===== src/vbad_pkg.sv =====
package vbad_pkg;

  // geometry limits
  localparam int MAX_AXIS      = 512;
  localparam int PLANE_ENTRIES = 65536;
  localparam int MAX_FACTOR    = 8;

  // field and register widths
  localparam int SAMPLE_W   = 16;
  localparam int SIZE_W     = 10;
  localparam int AXIS_W     = $clog2(MAX_AXIS);
  localparam int FACTOR_W   = 4;
  localparam int FILL_W     = 8;
  localparam int CFG_IDX_W  = 3;
  localparam int CFG_DATA_W = 10;

  // register indexes
  localparam logic [CFG_IDX_W-1:0] CFG_SIZE_X     = 3'd0;
  localparam logic [CFG_IDX_W-1:0] CFG_SIZE_Y     = 3'd1;
  localparam logic [CFG_IDX_W-1:0] CFG_SIZE_Z     = 3'd2;
  localparam logic [CFG_IDX_W-1:0] CFG_FACTOR     = 3'd3;
  localparam logic [CFG_IDX_W-1:0] CFG_BINARIZE   = 3'd4;
  localparam logic [CFG_IDX_W-1:0] CFG_FILL_VALUE = 3'd5;

  // axis division by reciprocal: q = (v * m) >> RCP_SH
  localparam int REM_W    = $clog2(MAX_FACTOR);
  localparam int RCP_SH   = 16;
  localparam int RCP_W    = 17;
  localparam int AXPROD_W = SIZE_W + RCP_W;
  localparam int IDX_W    = 2 * SIZE_W;
  localparam int ADDR_W   = $clog2(PLANE_ENTRIES);

  // cube average by reciprocal: q = (|sum| * m) >> RCP3_SH
  localparam int SUM_W   = 25;
  localparam int RCP3_SH = 34;
  localparam int RCP3_W  = 32;
  localparam int PROD_W  = SUM_W + RCP3_W;
  localparam int QUO_W   = PROD_W - RCP3_SH;

  // queue between front and back
  localparam int Q_DEPTH = 4;
  localparam int PTR_W   = $clog2(Q_DEPTH);
  localparam int LVL_W   = $clog2(Q_DEPTH + 1);

  typedef struct packed {
    logic [SIZE_W-1:0]   size_x;
    logic [SIZE_W-1:0]   size_y;
    logic [SIZE_W-1:0]   size_z;
    logic [FACTOR_W-1:0] factor;
    logic                binarize;
    logic [FILL_W-1:0]   fill_value;
  } cfg_t;

  typedef struct packed {
    logic signed [SAMPLE_W-1:0] sample;
    logic [ADDR_W-1:0]          addr;
    logic                       addr_ok;
    logic                       first;
    logic                       emit;
    logic                       last;
    logic                       pass;
  } q_ent_t;

  typedef struct packed {
    logic   valid;
    q_ent_t ent;
  } q_push_t;

  typedef struct packed {
    logic             empty;
    logic [LVL_W-1:0] level;
  } q_stat_t;

  // size 0 acts as 1, sizes above the limit act as the limit
  function automatic logic [SIZE_W-1:0] clamp_size(input logic [SIZE_W-1:0] v);
    logic [SIZE_W-1:0] r;
    begin
      r = v;
      if (v == '0) r = SIZE_W'(1);
      else if (v > SIZE_W'(MAX_AXIS)) r = SIZE_W'(MAX_AXIS);
      return r;
    end
  endfunction

  function automatic logic [FACTOR_W-1:0] clamp_factor(input logic [FACTOR_W-1:0] v);
    logic [FACTOR_W-1:0] r;
    begin
      r = v;
      if (v == '0) r = FACTOR_W'(1);
      else if (v > FACTOR_W'(MAX_FACTOR)) r = FACTOR_W'(MAX_FACTOR);
      return r;
    end
  endfunction

  // ceil(2^16 / f), exact floor division for values below 1024
  function automatic logic [RCP_W-1:0] recip_axis(input logic [FACTOR_W-1:0] f);
    logic [RCP_W-1:0] m;
    begin
      case (f)
        4'd1:    m = 17'd65536;
        4'd2:    m = 17'd32768;
        4'd3:    m = 17'd21846;
        4'd4:    m = 17'd16384;
        4'd5:    m = 17'd13108;
        4'd6:    m = 17'd10923;
        4'd7:    m = 17'd9363;
        4'd8:    m = 17'd8192;
        default: m = 17'd65536;
      endcase
      return m;
    end
  endfunction

  // ceil(2^34 / f^3), exact floor division for magnitudes up to 2^24
  function automatic logic [RCP3_W-1:0] recip_cube(input logic [FACTOR_W-1:0] f);
    logic [RCP3_W-1:0] m;
    begin
      case (f)
        4'd2:    m = 32'd2147483648;
        4'd3:    m = 32'd636291452;
        4'd4:    m = 32'd268435456;
        4'd5:    m = 32'd137438954;
        4'd6:    m = 32'd79536432;
        4'd7:    m = 32'd50087083;
        4'd8:    m = 32'd33554432;
        default: m = '0;
      endcase
      return m;
    end
  endfunction

endpackage


===== src/vbad_fifo.sv =====
module vbad_fifo (
  input  logic              clk,
  input  logic              rst_n,
  input  vbad_pkg::q_push_t push,
  input  logic              pop,
  output vbad_pkg::q_ent_t  ent,
  output vbad_pkg::q_stat_t stat
);

  vbad_pkg::q_ent_t                  q_mem_r [vbad_pkg::Q_DEPTH];
  logic [vbad_pkg::PTR_W-1:0]        wp_r, wp_nxt;
  logic [vbad_pkg::PTR_W-1:0]        rp_r, rp_nxt;
  logic [vbad_pkg::LVL_W-1:0]        level_r, level_nxt;

  // pointer and fill level update
  always_comb begin
    wp_nxt    = wp_r;
    rp_nxt    = rp_r;
    level_nxt = level_r;
    if (push.valid) wp_nxt = wp_r + 1'b1;
    if (pop) rp_nxt = rp_r + 1'b1;
    if (push.valid && !pop) level_nxt = level_r + 1'b1;
    else if (!push.valid && pop) level_nxt = level_r - 1'b1;
  end

  always_ff @(posedge clk) begin
    if (!rst_n) begin
      wp_r    <= '0;
      rp_r    <= '0;
      level_r <= '0;
    end else begin
      wp_r    <= wp_nxt;
      rp_r    <= rp_nxt;
      level_r <= level_nxt;
    end
  end

  // entry storage
  always_ff @(posedge clk) begin
    if (push.valid) q_mem_r[wp_r] <= push.ent;
  end

  assign ent        = q_mem_r[rp_r];
  assign stat.empty = (level_r == '0);
  assign stat.level = level_r;

endmodule


===== config.mk =====
export PLATFORM = sky130hd
export DESIGN_NAME = vbad_fifo
export DESIGN_NICKNAME = d
export VERILOG_FILES = /design/src/vbad_pkg.sv /design/src/vbad_fifo.sv
export SDC_FILE = /design/constraint.sdc
export NUM_CORES = 1
export LEC_CHECK = 0
export ABC_AREA = 1
export BUFFER_PORTS_ARGS = -buffer_cell sky130_fd_sc_hd__buf_2
export CORE_ASPECT_RATIO = 1.75
export CORE_UTILIZATION = 52
export CTS_CLUSTER_DIAMETER = 40
export CTS_CLUSTER_SIZE = 12
export DETAILED_ROUTE_END_ITERATION = 16
export PLACE_DENSITY = 0.72
export SLEW_MARGIN = 15
export SYNTH_ARGS = -nofsm -noshare
export SYNTH_HDL_FRONTEND = slang
export SYNTH_SLANG_ARGS = --single-unit
export TNS_END_PERCENT = 100

===== constraint.sdc =====
create_clock -name clk -period 5.3 [get_ports clk]
set_input_delay 1.06 -clock clk [delete_from_list [all_inputs] [get_ports clk]]
set_output_delay 1.06 -clock clk [all_outputs]
set_load 0.01 [all_outputs]

==> qor.yml <==
outcome: "finished, final reports clean"
grt_max_degree: 75
via_count: 3600
worst_pin_slew_ns: 1.13
routabilityCongestion: 0.758
wl_per_cell_um: 18.0
critPathKind: "reg -> out"
dr.pass1.iters: 5
hpwl_um: 6460
final_util_pct: 62.5
cts_tree: "built"
post-route-period-util_pct: 72.3
syn_inst: 415
syn_area_sq_um: 5930
gr-usage-met3_pct: 5.81
max_freq_ghz: 0.261
seq_power_share_pct: 50.3
rsz0062_at_grt: "false"
syn-num-nets: 462
cap_violations: 0
critical_path.top_delay_family: "buffers and inverters"
cts_num_sinks: 157
grt_pass1_vias: 3633
p_int_mw: 2.23
stdcell_area_sq_um: 6940
diodes: 0
rows: 51
hold_path.class: "reg -> reg"
ant_nets: 0
cts_setup_buffers: 0
ys_types: 20
worstSkewPairLatency_ns: 0.41
start_util_pct: 53.4
powerDensity_nw_per_um2: 410
hold_ws_ns: 0.448
fin_nets: 542
slew_headroom_pct: 24.4
die_area_sq_um: 11800
ys_ff_latch: 157
synth_seq_area_share_pct: 78.0
max-vdd-ir-drop_v: 0.000287
h-tree-depth: 4
clkPwrFrac_pct: 41.1
clock_path_buffers: 2
hold_viol_final: 0
cp.arrival_ns: 2.77
drive_gt1_share_pct: 23.2
setup_viol: 0
grt_use_met2_pct: 36.0
ios: 82
p_sw_share_pct: 21.7
core_region_area_sq_um: 11100
cts_buffers: 17
cp_slowest_stage_delay_ns: 0.99
cts_hold_buf: 0
leakagePower_nw: 2.50
antenna_found_initial: 1
layout.cells.non_filler: 640
slew_viol_final: 0
post_dp_cell_area_sq_um: 6360
slowest_stage: "clkinv_1"
area_delta_synth_final_pct: 17.2
totalWireLength_um: 11500
drt-vias-per-instance: 5.63
cp-start-kind: "register"
path_max_fanout: 38
synth_area_per_cell_sq_um: 14.3
cts_resized: 0
clk_pin_slew_ns: 0.06
post-route-min-period_ns: 3.83
cp_data_required_time_ns: 4.24
die_x_um: 82.7
p_switching_mw: 0.619
placed_cells: 608
fin_setup_tns_ns: 0
io_buffers: 81
layout_commonest_cell: "edfxtp_1"
die_y_um: 143
grt_usage_pct: 20.9
cts_root_buf: "clkbuf_16"
drtIter0Drc: 313
comb_power_share_pct: 8.6
crit_path_cell_trace: "buf_4 -> clkinv_1 -> o21ai_1 -> o22ai_1 -> buf_2"
drc: 0
gr-total-overflow: 0
fin_skew_ns: 0.00877
grt_pass1_wl_um: 17600
met1_usage_pct: 23.8
top_usage_layer: "met2"
worstSetupEndpointType: "output port"
final_cell_mix: "148 x edfxtp_1, 81 x buf_2, 79 x nor2_1, 52 x o21ai_0, 37 x o22ai_1"
crit_buf_inv: 3
ys_warn_count: 0
area by class of cell:
class / count / area, sq um
tap: 132 / 165
timing repair buffer: 84 / 428
multi-input combinational: 218 / 1080
inverter: 17 / 63.8
clock inverter: 14 / 151
fill: 840 / 4160
sequential: 157 / 4630
clock buffer: 18 / 429
state kept, by name (all words and copies together), names as in the netlist, named ones only:
signal   count
level_r      3
q_mem_r    148
rp_r         2
wp_r         2
cell families (layout without fill, tap and decap cells):
kind of cell    after synthesis  count (layout)  share of synthesized area, %
flops                       157             157                          78.0
buf+inv                      40             133                          3.72
fa+ha+maj                     6               6                          1.39
simple gates                 91              91                          5.85
compound gates              121             121                          11.0
path summary, 6_finish.rpt:
kind	startpoint	endpoint	slack [ns]	depth (start not counted)
setup / recovery	register	ent[3]	1.47	5
hold reg to reg	rp_r[1]	register	0.45	1
setup reg to reg	wp_r[0]	q_mem_r[0][30]	3.57	4
hold / removal	rp_r[1]	register	0.45	1
cells in the mapped netlist:
cell | n | area share [%]
clkbuf_2 | 1 | 0.084
buf_6 | 8 | 1.5
inv_1 | 16 | 1.0
ha_1 | 5 | 1.1
buf_4 | 1 | 0.13
nand4_1 | 1 | 0.11
a21oi_1 | 4 | 0.34
nor3_1 | 1 | 0.084
edfxtp_1 | 148 | 75
o21ai_1 | 28 | 2.4
o21ai_0 | 52 | 4.4
clkbuf_1 | 9 | 0.57
fa_1 | 1 | 0.34
nor2_1 | 79 | 5.0
buf_2 | 4 | 0.34
inv_2 | 1 | 0.063
nand3_1 | 1 | 0.084
o22ai_1 | 37 | 3.9
nand2_1 | 9 | 0.57
dfxtp_1 | 9 | 3.0
worst reg2reg max path, stage by stage (launching register included):
cell,delay (ns)
dfxtp_1,0.33
inv_1,0.12
ha_1,0.17
nand2_1,0.06
inv_2,0.64
through the flow:
stage	power [mW]	worst slack (ns)
finish	2.85	1.47
global route	2.94	1.24
CTS	2.86	1.62
detailed placement	1.70	2.06
global placement	1.69	2.15
floorplan	1.60	3.09
layer usage:
metal,vias to the layer above,routed length [um],share of wire (%)
li1,1703,-,-
met1,1784,4340,38
met2,105,6510,56
met3,6,606,5.3
met4,2,79,0.68
met5,-,10,0.087
power by group through the flow:
stage | Clock, mW | Combinational (mW) | Sequential (mW)
after floorplan | 0 | 0.147 | 1.46
after detailed placement | 0 | 0.246 | 1.46
final | 1.17 | 0.244 | 1.43
after global placement | 0 | 0.238 | 1.45
after CTS | 1.18 | 0.247 | 1.43
after global routing | 1.23 | 0.272 | 1.44
Power figures use the tool's default switching activity.
