==> src/vbad_pkg.sv <==
package vbad_pkg;

  // geometry limits
  localparam int MAX_AXIS      = 512;
  localparam int PLANE_ENTRIES = 65536;
  localparam int MAX_FACTOR    = 8;

  // field and register widths
  localparam int SAMPLE_W   = 16;
  localparam int SIZE_W     = 10;
  localparam int AXIS_W     = $clog2(MAX_AXIS);
  localparam int FACTOR_W   = 4;
  localparam int FILL_W     = 8;
  localparam int CFG_IDX_W  = 3;
  localparam int CFG_DATA_W = 10;

  // register indexes
  localparam logic [CFG_IDX_W-1:0] CFG_SIZE_X     = 3'd0;
  localparam logic [CFG_IDX_W-1:0] CFG_SIZE_Y     = 3'd1;
  localparam logic [CFG_IDX_W-1:0] CFG_SIZE_Z     = 3'd2;
  localparam logic [CFG_IDX_W-1:0] CFG_FACTOR     = 3'd3;
  localparam logic [CFG_IDX_W-1:0] CFG_BINARIZE   = 3'd4;
  localparam logic [CFG_IDX_W-1:0] CFG_FILL_VALUE = 3'd5;

  // axis division by reciprocal: q = (v * m) >> RCP_SH
  localparam int REM_W    = $clog2(MAX_FACTOR);
  localparam int RCP_SH   = 16;
  localparam int RCP_W    = 17;
  localparam int AXPROD_W = SIZE_W + RCP_W;
  localparam int IDX_W    = 2 * SIZE_W;
  localparam int ADDR_W   = $clog2(PLANE_ENTRIES);

  // cube average by reciprocal: q = (|sum| * m) >> RCP3_SH
  localparam int SUM_W   = 25;
  localparam int RCP3_SH = 34;
  localparam int RCP3_W  = 32;
  localparam int PROD_W  = SUM_W + RCP3_W;
  localparam int QUO_W   = PROD_W - RCP3_SH;

  // queue between front and back
  localparam int Q_DEPTH = 4;
  localparam int PTR_W   = $clog2(Q_DEPTH);
  localparam int LVL_W   = $clog2(Q_DEPTH + 1);

  typedef struct packed {
    logic [SIZE_W-1:0]   size_x;
    logic [SIZE_W-1:0]   size_y;
    logic [SIZE_W-1:0]   size_z;
    logic [FACTOR_W-1:0] factor;
    logic                binarize;
    logic [FILL_W-1:0]   fill_value;
  } cfg_t;

  typedef struct packed {
    logic signed [SAMPLE_W-1:0] sample;
    logic [ADDR_W-1:0]          addr;
    logic                       addr_ok;
    logic                       first;
    logic                       emit;
    logic                       last;
    logic                       pass;
  } q_ent_t;

  typedef struct packed {
    logic   valid;
    q_ent_t ent;
  } q_push_t;

  typedef struct packed {
    logic             empty;
    logic [LVL_W-1:0] level;
  } q_stat_t;

  // size 0 acts as 1, sizes above the limit act as the limit
  function automatic logic [SIZE_W-1:0] clamp_size(input logic [SIZE_W-1:0] v);
    logic [SIZE_W-1:0] r;
    begin
      r = v;
      if (v == '0) r = SIZE_W'(1);
      else if (v > SIZE_W'(MAX_AXIS)) r = SIZE_W'(MAX_AXIS);
      return r;
    end
  endfunction

  function automatic logic [FACTOR_W-1:0] clamp_factor(input logic [FACTOR_W-1:0] v);
    logic [FACTOR_W-1:0] r;
    begin
      r = v;
      if (v == '0) r = FACTOR_W'(1);
      else if (v > FACTOR_W'(MAX_FACTOR)) r = FACTOR_W'(MAX_FACTOR);
      return r;
    end
  endfunction

  // ceil(2^16 / f), exact floor division for values below 1024
  function automatic logic [RCP_W-1:0] recip_axis(input logic [FACTOR_W-1:0] f);
    logic [RCP_W-1:0] m;
    begin
      case (f)
        4'd1:    m = 17'd65536;
        4'd2:    m = 17'd32768;
        4'd3:    m = 17'd21846;
        4'd4:    m = 17'd16384;
        4'd5:    m = 17'd13108;
        4'd6:    m = 17'd10923;
        4'd7:    m = 17'd9363;
        4'd8:    m = 17'd8192;
        default: m = 17'd65536;
      endcase
      return m;
    end
  endfunction

  // ceil(2^34 / f^3), exact floor division for magnitudes up to 2^24
  function automatic logic [RCP3_W-1:0] recip_cube(input logic [FACTOR_W-1:0] f);
    logic [RCP3_W-1:0] m;
    begin
      case (f)
        4'd2:    m = 32'd2147483648;
        4'd3:    m = 32'd636291452;
        4'd4:    m = 32'd268435456;
        4'd5:    m = 32'd137438954;
        4'd6:    m = 32'd79536432;
        4'd7:    m = 32'd50087083;
        4'd8:    m = 32'd33554432;
        default: m = '0;
      endcase
      return m;
    end
  endfunction

endpackage

==> src/vbad_if.sv <==
interface vbad_in_if;
  logic                                valid;
  logic                                ready;
  logic signed [vbad_pkg::SAMPLE_W-1:0] sample;

  modport source (output valid, output sample, input ready);
  modport sink   (input valid, input sample, output ready);
endinterface


==> src/vbad_front.sv <==
module vbad_front (
  input  logic              clk,
  input  logic              rst_n,
  input  vbad_pkg::cfg_t    cfg,
  vbad_in_if.sink           in_ch,
  input  vbad_pkg::q_stat_t q_stat,
  output vbad_pkg::q_push_t push
);

  logic [vbad_pkg::SIZE_W-1:0]   sx, sy, sz;
  logic [vbad_pkg::FACTOR_W-1:0] f, fm1;
  logic [vbad_pkg::RCP_W-1:0]    rf;
  logic                          accept;
  logic [vbad_pkg::LVL_W:0]      busy;

  // raster cursor
  logic [vbad_pkg::AXIS_W-1:0] x_r, x_nxt, y_r, y_nxt, z_r, z_nxt;
  logic [vbad_pkg::SIZE_W-1:0] x_inc, y_inc, z_inc;

  // cube counts per axis
  logic [vbad_pkg::SIZE_W-1:0]   ncx_r, ncx_nxt, ncy_r, ncy_nxt, ncz_r, ncz_nxt;
  logic [vbad_pkg::AXPROD_W-1:0] pnx, pny, pnz;

  // stage 1: accepted item
  logic                               st1_v_r;
  logic [vbad_pkg::AXIS_W-1:0]        x1_r, y1_r, z1_r;
  logic signed [vbad_pkg::SAMPLE_W-1:0] s1_r;
  logic [vbad_pkg::AXPROD_W-1:0]      px, py, pz;

  // stage 2: cube coordinates
  logic                               st2_v_r;
  logic [vbad_pkg::AXIS_W-1:0]        x2_r, y2_r, z2_r;
  logic [vbad_pkg::AXIS_W-1:0]        qx2_r, qy2_r, qz2_r;
  logic signed [vbad_pkg::SAMPLE_W-1:0] s2_r;

  logic [vbad_pkg::SIZE_W-1:0] mx, my, mz, dx, dy, dz;
  logic [vbad_pkg::REM_W-1:0]  rx, ry, rz, rlast;
  logic                        inbox, first, lastv, lastc;
  logic [vbad_pkg::IDX_W-1:0]  idx;

  // clamped configuration
  assign sx    = vbad_pkg::clamp_size(cfg.size_x);
  assign sy    = vbad_pkg::clamp_size(cfg.size_y);
  assign sz    = vbad_pkg::clamp_size(cfg.size_z);
  assign f     = vbad_pkg::clamp_factor(cfg.factor);
  assign fm1   = f - 1'b1;
  assign rlast = fm1[vbad_pkg::REM_W-1:0];
  assign rf    = vbad_pkg::recip_axis(f);

  // credit: accept only while the queue can hold every item in flight
  assign busy = {1'b0, q_stat.level} + (vbad_pkg::LVL_W+1)'(st1_v_r)
              + (vbad_pkg::LVL_W+1)'(st2_v_r);
  assign in_ch.ready = (busy < (vbad_pkg::LVL_W+1)'(vbad_pkg::Q_DEPTH));
  assign accept      = in_ch.valid && in_ch.ready;

  // cursor advance, x fastest
  always_comb begin
    x_inc = {1'b0, x_r} + 1'b1;
    y_inc = {1'b0, y_r} + 1'b1;
    z_inc = {1'b0, z_r} + 1'b1;
    x_nxt = x_r;
    y_nxt = y_r;
    z_nxt = z_r;
    if (accept) begin
      if (x_inc >= sx) begin
        x_nxt = '0;
        if (y_inc >= sy) begin
          y_nxt = '0;
          z_nxt = (z_inc >= sz) ? '0 : z_inc[vbad_pkg::AXIS_W-1:0];
        end else begin
          y_nxt = y_inc[vbad_pkg::AXIS_W-1:0];
        end
      end else begin
        x_nxt = x_inc[vbad_pkg::AXIS_W-1:0];
      end
    end
  end

  // cube counts follow the configuration every cycle
  always_comb begin
    pnx     = vbad_pkg::AXPROD_W'(sx) * vbad_pkg::AXPROD_W'(rf);
    pny     = vbad_pkg::AXPROD_W'(sy) * vbad_pkg::AXPROD_W'(rf);
    pnz     = vbad_pkg::AXPROD_W'(sz) * vbad_pkg::AXPROD_W'(rf);
    ncx_nxt = pnx[vbad_pkg::RCP_SH +: vbad_pkg::SIZE_W];
    ncy_nxt = pny[vbad_pkg::RCP_SH +: vbad_pkg::SIZE_W];
    ncz_nxt = pnz[vbad_pkg::RCP_SH +: vbad_pkg::SIZE_W];
  end

  always_ff @(posedge clk) begin
    ncx_r <= ncx_nxt;
    ncy_r <= ncy_nxt;
    ncz_r <= ncz_nxt;
  end

  // cursor quotients by factor
  always_comb begin
    px = vbad_pkg::AXPROD_W'(x1_r) * vbad_pkg::AXPROD_W'(rf);
    py = vbad_pkg::AXPROD_W'(y1_r) * vbad_pkg::AXPROD_W'(rf);
    pz = vbad_pkg::AXPROD_W'(z1_r) * vbad_pkg::AXPROD_W'(rf);
  end

  // control registers
  always_ff @(posedge clk) begin
    if (!rst_n) begin
      x_r     <= '0;
      y_r     <= '0;
      z_r     <= '0;
      st1_v_r <= 1'b0;
      st2_v_r <= 1'b0;
    end else begin
      x_r     <= x_nxt;
      y_r     <= y_nxt;
      z_r     <= z_nxt;
      st1_v_r <= accept;
      st2_v_r <= st1_v_r;
    end
  end

  // stage payloads
  always_ff @(posedge clk) begin
    if (accept) begin
      x1_r <= x_r;
      y1_r <= y_r;
      z1_r <= z_r;
      s1_r <= in_ch.sample;
    end
    if (st1_v_r) begin
      x2_r  <= x1_r;
      y2_r  <= y1_r;
      z2_r  <= z1_r;
      s2_r  <= s1_r;
      qx2_r <= px[vbad_pkg::RCP_SH +: vbad_pkg::AXIS_W];
      qy2_r <= py[vbad_pkg::RCP_SH +: vbad_pkg::AXIS_W];
      qz2_r <= pz[vbad_pkg::RCP_SH +: vbad_pkg::AXIS_W];
    end
  end

  // remainders, cube flags and plane index
  always_comb begin
    mx    = vbad_pkg::SIZE_W'(qx2_r) * vbad_pkg::SIZE_W'(f);
    my    = vbad_pkg::SIZE_W'(qy2_r) * vbad_pkg::SIZE_W'(f);
    mz    = vbad_pkg::SIZE_W'(qz2_r) * vbad_pkg::SIZE_W'(f);
    dx    = {1'b0, x2_r} - mx;
    dy    = {1'b0, y2_r} - my;
    dz    = {1'b0, z2_r} - mz;
    rx    = dx[vbad_pkg::REM_W-1:0];
    ry    = dy[vbad_pkg::REM_W-1:0];
    rz    = dz[vbad_pkg::REM_W-1:0];
    inbox = ({1'b0, qx2_r} < ncx_r) && ({1'b0, qy2_r} < ncy_r)
         && ({1'b0, qz2_r} < ncz_r);
    first = (rx == '0) && (ry == '0) && (rz == '0);
    lastv = (rx == rlast) && (ry == rlast) && (rz == rlast);
    lastc = ({1'b0, qx2_r} == ncx_r - 1'b1) && ({1'b0, qy2_r} == ncy_r - 1'b1)
         && ({1'b0, qz2_r} == ncz_r - 1'b1);
    idx   = vbad_pkg::IDX_W'(qy2_r) * vbad_pkg::IDX_W'(ncx_r)
          + vbad_pkg::IDX_W'(qx2_r);
  end

  // items outside every whole cube are dropped here
  always_comb begin
    push.valid       = st2_v_r && inbox;
    push.ent.sample  = s2_r;
    push.ent.addr    = idx[vbad_pkg::ADDR_W-1:0];
    push.ent.addr_ok = (idx < vbad_pkg::IDX_W'(vbad_pkg::PLANE_ENTRIES));
    push.ent.first   = first;
    push.ent.emit    = lastv;
    push.ent.last    = lastc;
    push.ent.pass    = (f == vbad_pkg::FACTOR_W'(1));
  end

endmodule

==> src/flat_wrapper.sv <==
// flat-port wrapper written by rule: the top's interface ports become plain ports
module vbad_front_flat 
  (clk, rst_n, cfg, q_stat, push, in_ch_valid, in_ch_sample, in_ch_ready);
  vbad_in_if in_ch_i ();
  input  logic clk;
  input  logic rst_n;
  input  vbad_pkg::cfg_t cfg;
  input  vbad_pkg::q_stat_t q_stat;
  output vbad_pkg::q_push_t push;
  input wire logic [$bits(in_ch_i.valid)-1:0] in_ch_valid;
  input wire logic [$bits(in_ch_i.sample)-1:0] in_ch_sample;
  output wire logic [$bits(in_ch_i.ready)-1:0] in_ch_ready;
  assign in_ch_i.valid = in_ch_valid;
  assign in_ch_i.sample = in_ch_sample;
  assign in_ch_ready = in_ch_i.ready;
  vbad_front u_core (.clk(clk), .rst_n(rst_n), .cfg(cfg), .in_ch(in_ch_i), .q_stat(q_stat), .push(push));
endmodule
==> config.mk <==
export PLATFORM = sky130hd
export DESIGN_NAME = vbad_front_flat
export DESIGN_NICKNAME = d
export VERILOG_FILES = /design/src/vbad_pkg.sv /design/src/vbad_if.sv /design/src/vbad_front.sv /design/src/flat_wrapper.sv
export SDC_FILE = /design/constraint.sdc
export NUM_CORES = 2
export LEC_CHECK = 0
export BUFFER_PORTS_ARGS = -buffer_cell sky130_fd_sc_hd__buf_2
export CORE_MARGIN = 2
export CORE_UTILIZATION = 48
export CTS_BUF_LIST = sky130_fd_sc_hd__clkbuf_4 sky130_fd_sc_hd__clkbuf_8 sky130_fd_sc_hd__clkbuf_16
export DETAILED_ROUTE_END_ITERATION = 6
export PLACE_DENSITY = 0.73
export SLEW_MARGIN = 30
export SYNTH_ARGS = -nofsm -noshare
export SYNTH_HDL_FRONTEND = slang
export SYNTH_SLANG_ARGS = --single-unit
==> constraint.sdc <==
create_clock -name clk -period 10.35 [get_ports clk]
set_input_delay 2.5875 -clock clk [delete_from_list [all_inputs] [get_ports clk]]
set_output_delay 2.5875 -clock clk [all_outputs]
set_load 0.02 [all_outputs]
==> results by group <==
Logic synthesis
  • Syn avg cell area: 9.16 µm²
  • Largest family of logic cells by synthesized area: adder cells
  • Sequential area share after synthesis: between 10 and 15%
  • Top cell type's share of synthesized area: 38.6%
  • XOR/XNOR Fraction of Synth Area: 4.17%
  • Post-synthesis compound-gate area fraction: 5.70%
  • Area contributors post-synth: fa_1 39%, ha_1 15%, inv_1 9.1%
  • Synth Register Bits: 154
  • Mapped Cells: 4,033
  • Async SR Flop Fraction: 0%
  • Total nets after synthesis: 5,251
  • Simple-gate share of the synthesized area: 14.7%
  • Mux cell area share after synthesis: 0.196%
  • Most instantiated cells after synthesis: 898 x inv_1, 712 x fa_1, 447 x nand2_1
  • Synth Area in Adders: 53.5%
  • Synthesized cell area: ~37,000 µm²
  • Netlist cell types: 75
  • Post-synth EDFFs: 95
  • Warnings from Yosys: 0
  • Most frequent cell after synthesis: inv_1
  • Post-synth top area cell: fa_1
  • Top FF cell, synth: edfxtp_1

Clock network
  • Clk buf depth: 2
  • Clock-pin slew on the worst setup and hold paths: 0.06 ns
  • Post-CTS Hold Buffers: 0
  • Setup Fix Bufs, Post-CTS: 0
  • CTS H-tree depth: 4
  • Num CTS Buffers: 17
  • Clock Sinks: 154
  • Worst-Skew Late Latency: 0.46 ns
  • Clock root buffer: clkbuf_16
  • CTS tree: built
  • Post-CTS Resized: 0

STA
  • Unrepaired setup endpoints after global routing: false
  • Min cycle time layout: 9.60 ns
  • Fmax: 104 MHz
  • Final Cycle Share: 92.8%
  • Final Max Tran Viols: 0
  • Setup_tns: 0 ns
  • Final setup fails: 0
  • Worst Tran Pin Value: 0.883 ns
  • WHS: 0.418 ns
  • Slew headroom: 40.5%
  • Final hold vios: 0
  • Fin Clk Skew: 0.0148 ns

Pwr
  • PwrDens: 98.0 nW/µm²
  • Clock power share: 16.6%
  • Switching Fraction: 47.8%
  • Internal power: around 2 mW
  • Worst VDD drop: 114 µV
  • Combinational Power Share: 62.8%
  • Net switching power: 1.84 mW
  • Static Leakage: 21.2 nW
  • Sequential Power Share: 20.6%

Final layout
  • Layout cell share with drive strength beyond 1: 5.72%
  • Ant diodes: 0
  • Footprint of the multi-input gates: about 29,000 µm²
  • Register area: 4040 µm²
  • Area Overhead vs Synth: 6.23%
  • Filler cells: a little under 7k
  • Fin nets: 5,278

Global route
  • Initial antenna violation count: 1
  • Number of global-route vias before repair: approximately 29k
  • Global-route wire length before repair: 151 mm
  • Overall routing resource usage: between 20 and 25%
  • Largest net degree at the start of global routing: 54
  • Grt ovf: 0

Critical path
  • Startpoint types: input port
  • Crit end category: register
  • Crit Path Category: in -> reg
  • Worst EP required: approximately 11 ns
  • Crit-path max FO: 13
  • Slowest cell on crit path: fa_1
  • CP most frequent cell: fa_1
  • Max incr delay on CP: 0.60 ns
  • Critical Path AT: 9.95 ns

Drt
  • Avg Vias per Cell: between 5 and 6
  • Final ANT Viol Nets: 0
  • DRT Pass-1 Iters: 5
  • Routed WL per cell: 18.2 µm
  • Routed wire length: 93.0 mm
  • DR iter-0 viols: 1,914
  • Post-route DRC violation count: 0
  • Vias post-DR: about 27k

Floorplan
  • Core area: 76,100 µm²
  • Initial core utilization: 48.6%
  • Die area: 79,200 µm²
  • Die height: 281 µm
  • Row count: 101
  • Die width: roughly 280 µm
  • IO Pins: 105

Flow run
  • MaxCap Viol Count: 0

Worst hold path
  • HP Class: reg -> reg

Place
  • Dpl hpwl: 78.1 mm
  • Port Buf Inserts: 94
  • Routability cong.: 0.935

Status
  • Status: complete, no violations
state kept, by name (all words and copies together), names as in the netlist:
register / count
u_core.st2_v_r: 1
u_core.y_r: 9
u_core.z_r: 9
u_core.st1_v_r: 1
u_core.x1_r: 9
u_core.qx2_r: 9
u_core.s1_r: 16
u_core.ncy_r: 10
u_core.z2_r: 3
u_core.y1_r: 9
u_core.y2_r: 3
u_core.x_r: 9
u_core.x2_r: 3
u_core.ncz_r: 10
u_core.ncx_r: 10
u_core.z1_r: 9
u_core.s2_r: 16
u_core.qz2_r: 9
u_core.qy2_r: 9
cell type report:
| type | count | area share (%) |
|---|---|---|
| tap | 1030 | 3.28 |
| timing repair buffer | 155 | 2.37 |
| clock inverter | 10 | 0.230 |
| clock buffer | 22 | 1.31 |
| multi-input combinational | 2818 | 73.8 |
| inverter | 914 | 8.75 |
| sequential | 154 | 10.3 |
stage by stage:
stage | instances | power [mW] | cell area (µm²) | setup WS (ns) | utilization [%]
3_5_place_dp | 5071 | 3.22 | 38600 | 0.445 | 50.8
2_1_floorplan | 4033 | 2.48 | 36900 | 1.17 | -
3_3_place_gp | 5071 | 3.16 | 38600 | 0.578 | 50.8
5_1_grt | 5103 | 4.21 | 39200 | 0.291 | 51.6
4_1_cts | 5103 | 3.87 | 39200 | 0.861 | 51.6
6_report | 5103 | 3.84 | 39200 | 0.748 | 51.6
path summary, 6_finish.rpt:
check	from	to	slack (ns)	depth (start not counted)
min reg2reg	u_core.s1_r[15]	u_core.s2_r[15]	0.42	0
min	u_core.s1_r[15]	u_core.s2_r[15]	0.42	0
max reg2reg	u_core.x1_r[0]	u_core.qx2_r[8]	4.47	18
max	cfg[11]	u_core.ncx_r[7]	0.75	29
worst max-delay path, delay by kind of cell:
family	cells	cell delay, ns
adders and majority gates	8	3.36
AOI/OAI and AO/OA	5	1.33
buffers and inverters	7	1.14
and+or+nand+nor	7	1.02
muxes	1	0.25
xor gates and xnor gates	1	0.24
power groups by stage:
| stage | Combinational, mW | Sequential (mW) | Clock, mW |
|---|---|---|---|
| floorplan | 1.74 | 0.744 | 0 |
| global placement | 2.36 | 0.800 | 0 |
| detailed placement | 2.42 | 0.803 | 0 |
| CTS | 2.44 | 0.790 | 0.646 |
| global route | 2.74 | 0.796 | 0.667 |
| finish | 2.42 | 0.792 | 0.637 |
cell families after synthesis:
| kind of cell | after synthesis |
|---|---|
| AOI/OAI and AO/OA | 321 |
| xor gates and xnor gates | 176 |
| adders and majority gates | 1152 |
| buffers and inverters | 1061 |
| DFF | 154 |
| muxes | 7 |
| and+or+nand+nor | 1162 |
routing by layer:
metal | global-route usage (%) | part of all wire (%) | wire, µm | vias to the layer above
met1 | 32.8 | 42 | 38600 | 13542
met3 | 4.42 | 8.3 | 7710 | 175
met2 | 40.5 | 47 | 43900 | 1090
li1 | - | - | - | 12416
met5 | 0 | 0 | 0 | -
met4 | 7.26 | 3.0 | 2760 | 0
cells in the final DEF (no fill, tap or decap), types with 6 or more instances in the layout:
cell	synthesis	routed
dfxtp_1	59	58
o21bai_1	6	6
o21ai_0	57	57
buf_4	4	61
ha_1	440	440
o21a_1	27	27
nor2_1	277	275
nor2b_1	45	43
a21oi_1	99	98
clkbuf_16	0	20
a31oi_1	7	7
xor2_1	51	51
a22o_1	9	9
o31ai_1	8	7
o22ai_1	7	7
or2_2	21	21
and3_1	55	55
nor4_1	23	23
nand2b_1	22	22
fa_1	712	712
nand2_1	447	446
clkinv_1	13	13
xnor2_1	125	125
a211oi_1	7	7
and2_1	157	157
nand3_1	39	39
nor3_1	31	31
inv_1	898	897
edfxtp_1	95	95
a21o_1	34	34
nand4_1	19	19
buf_2	0	94
Note: power is estimated with default switching activity, not from simulation.
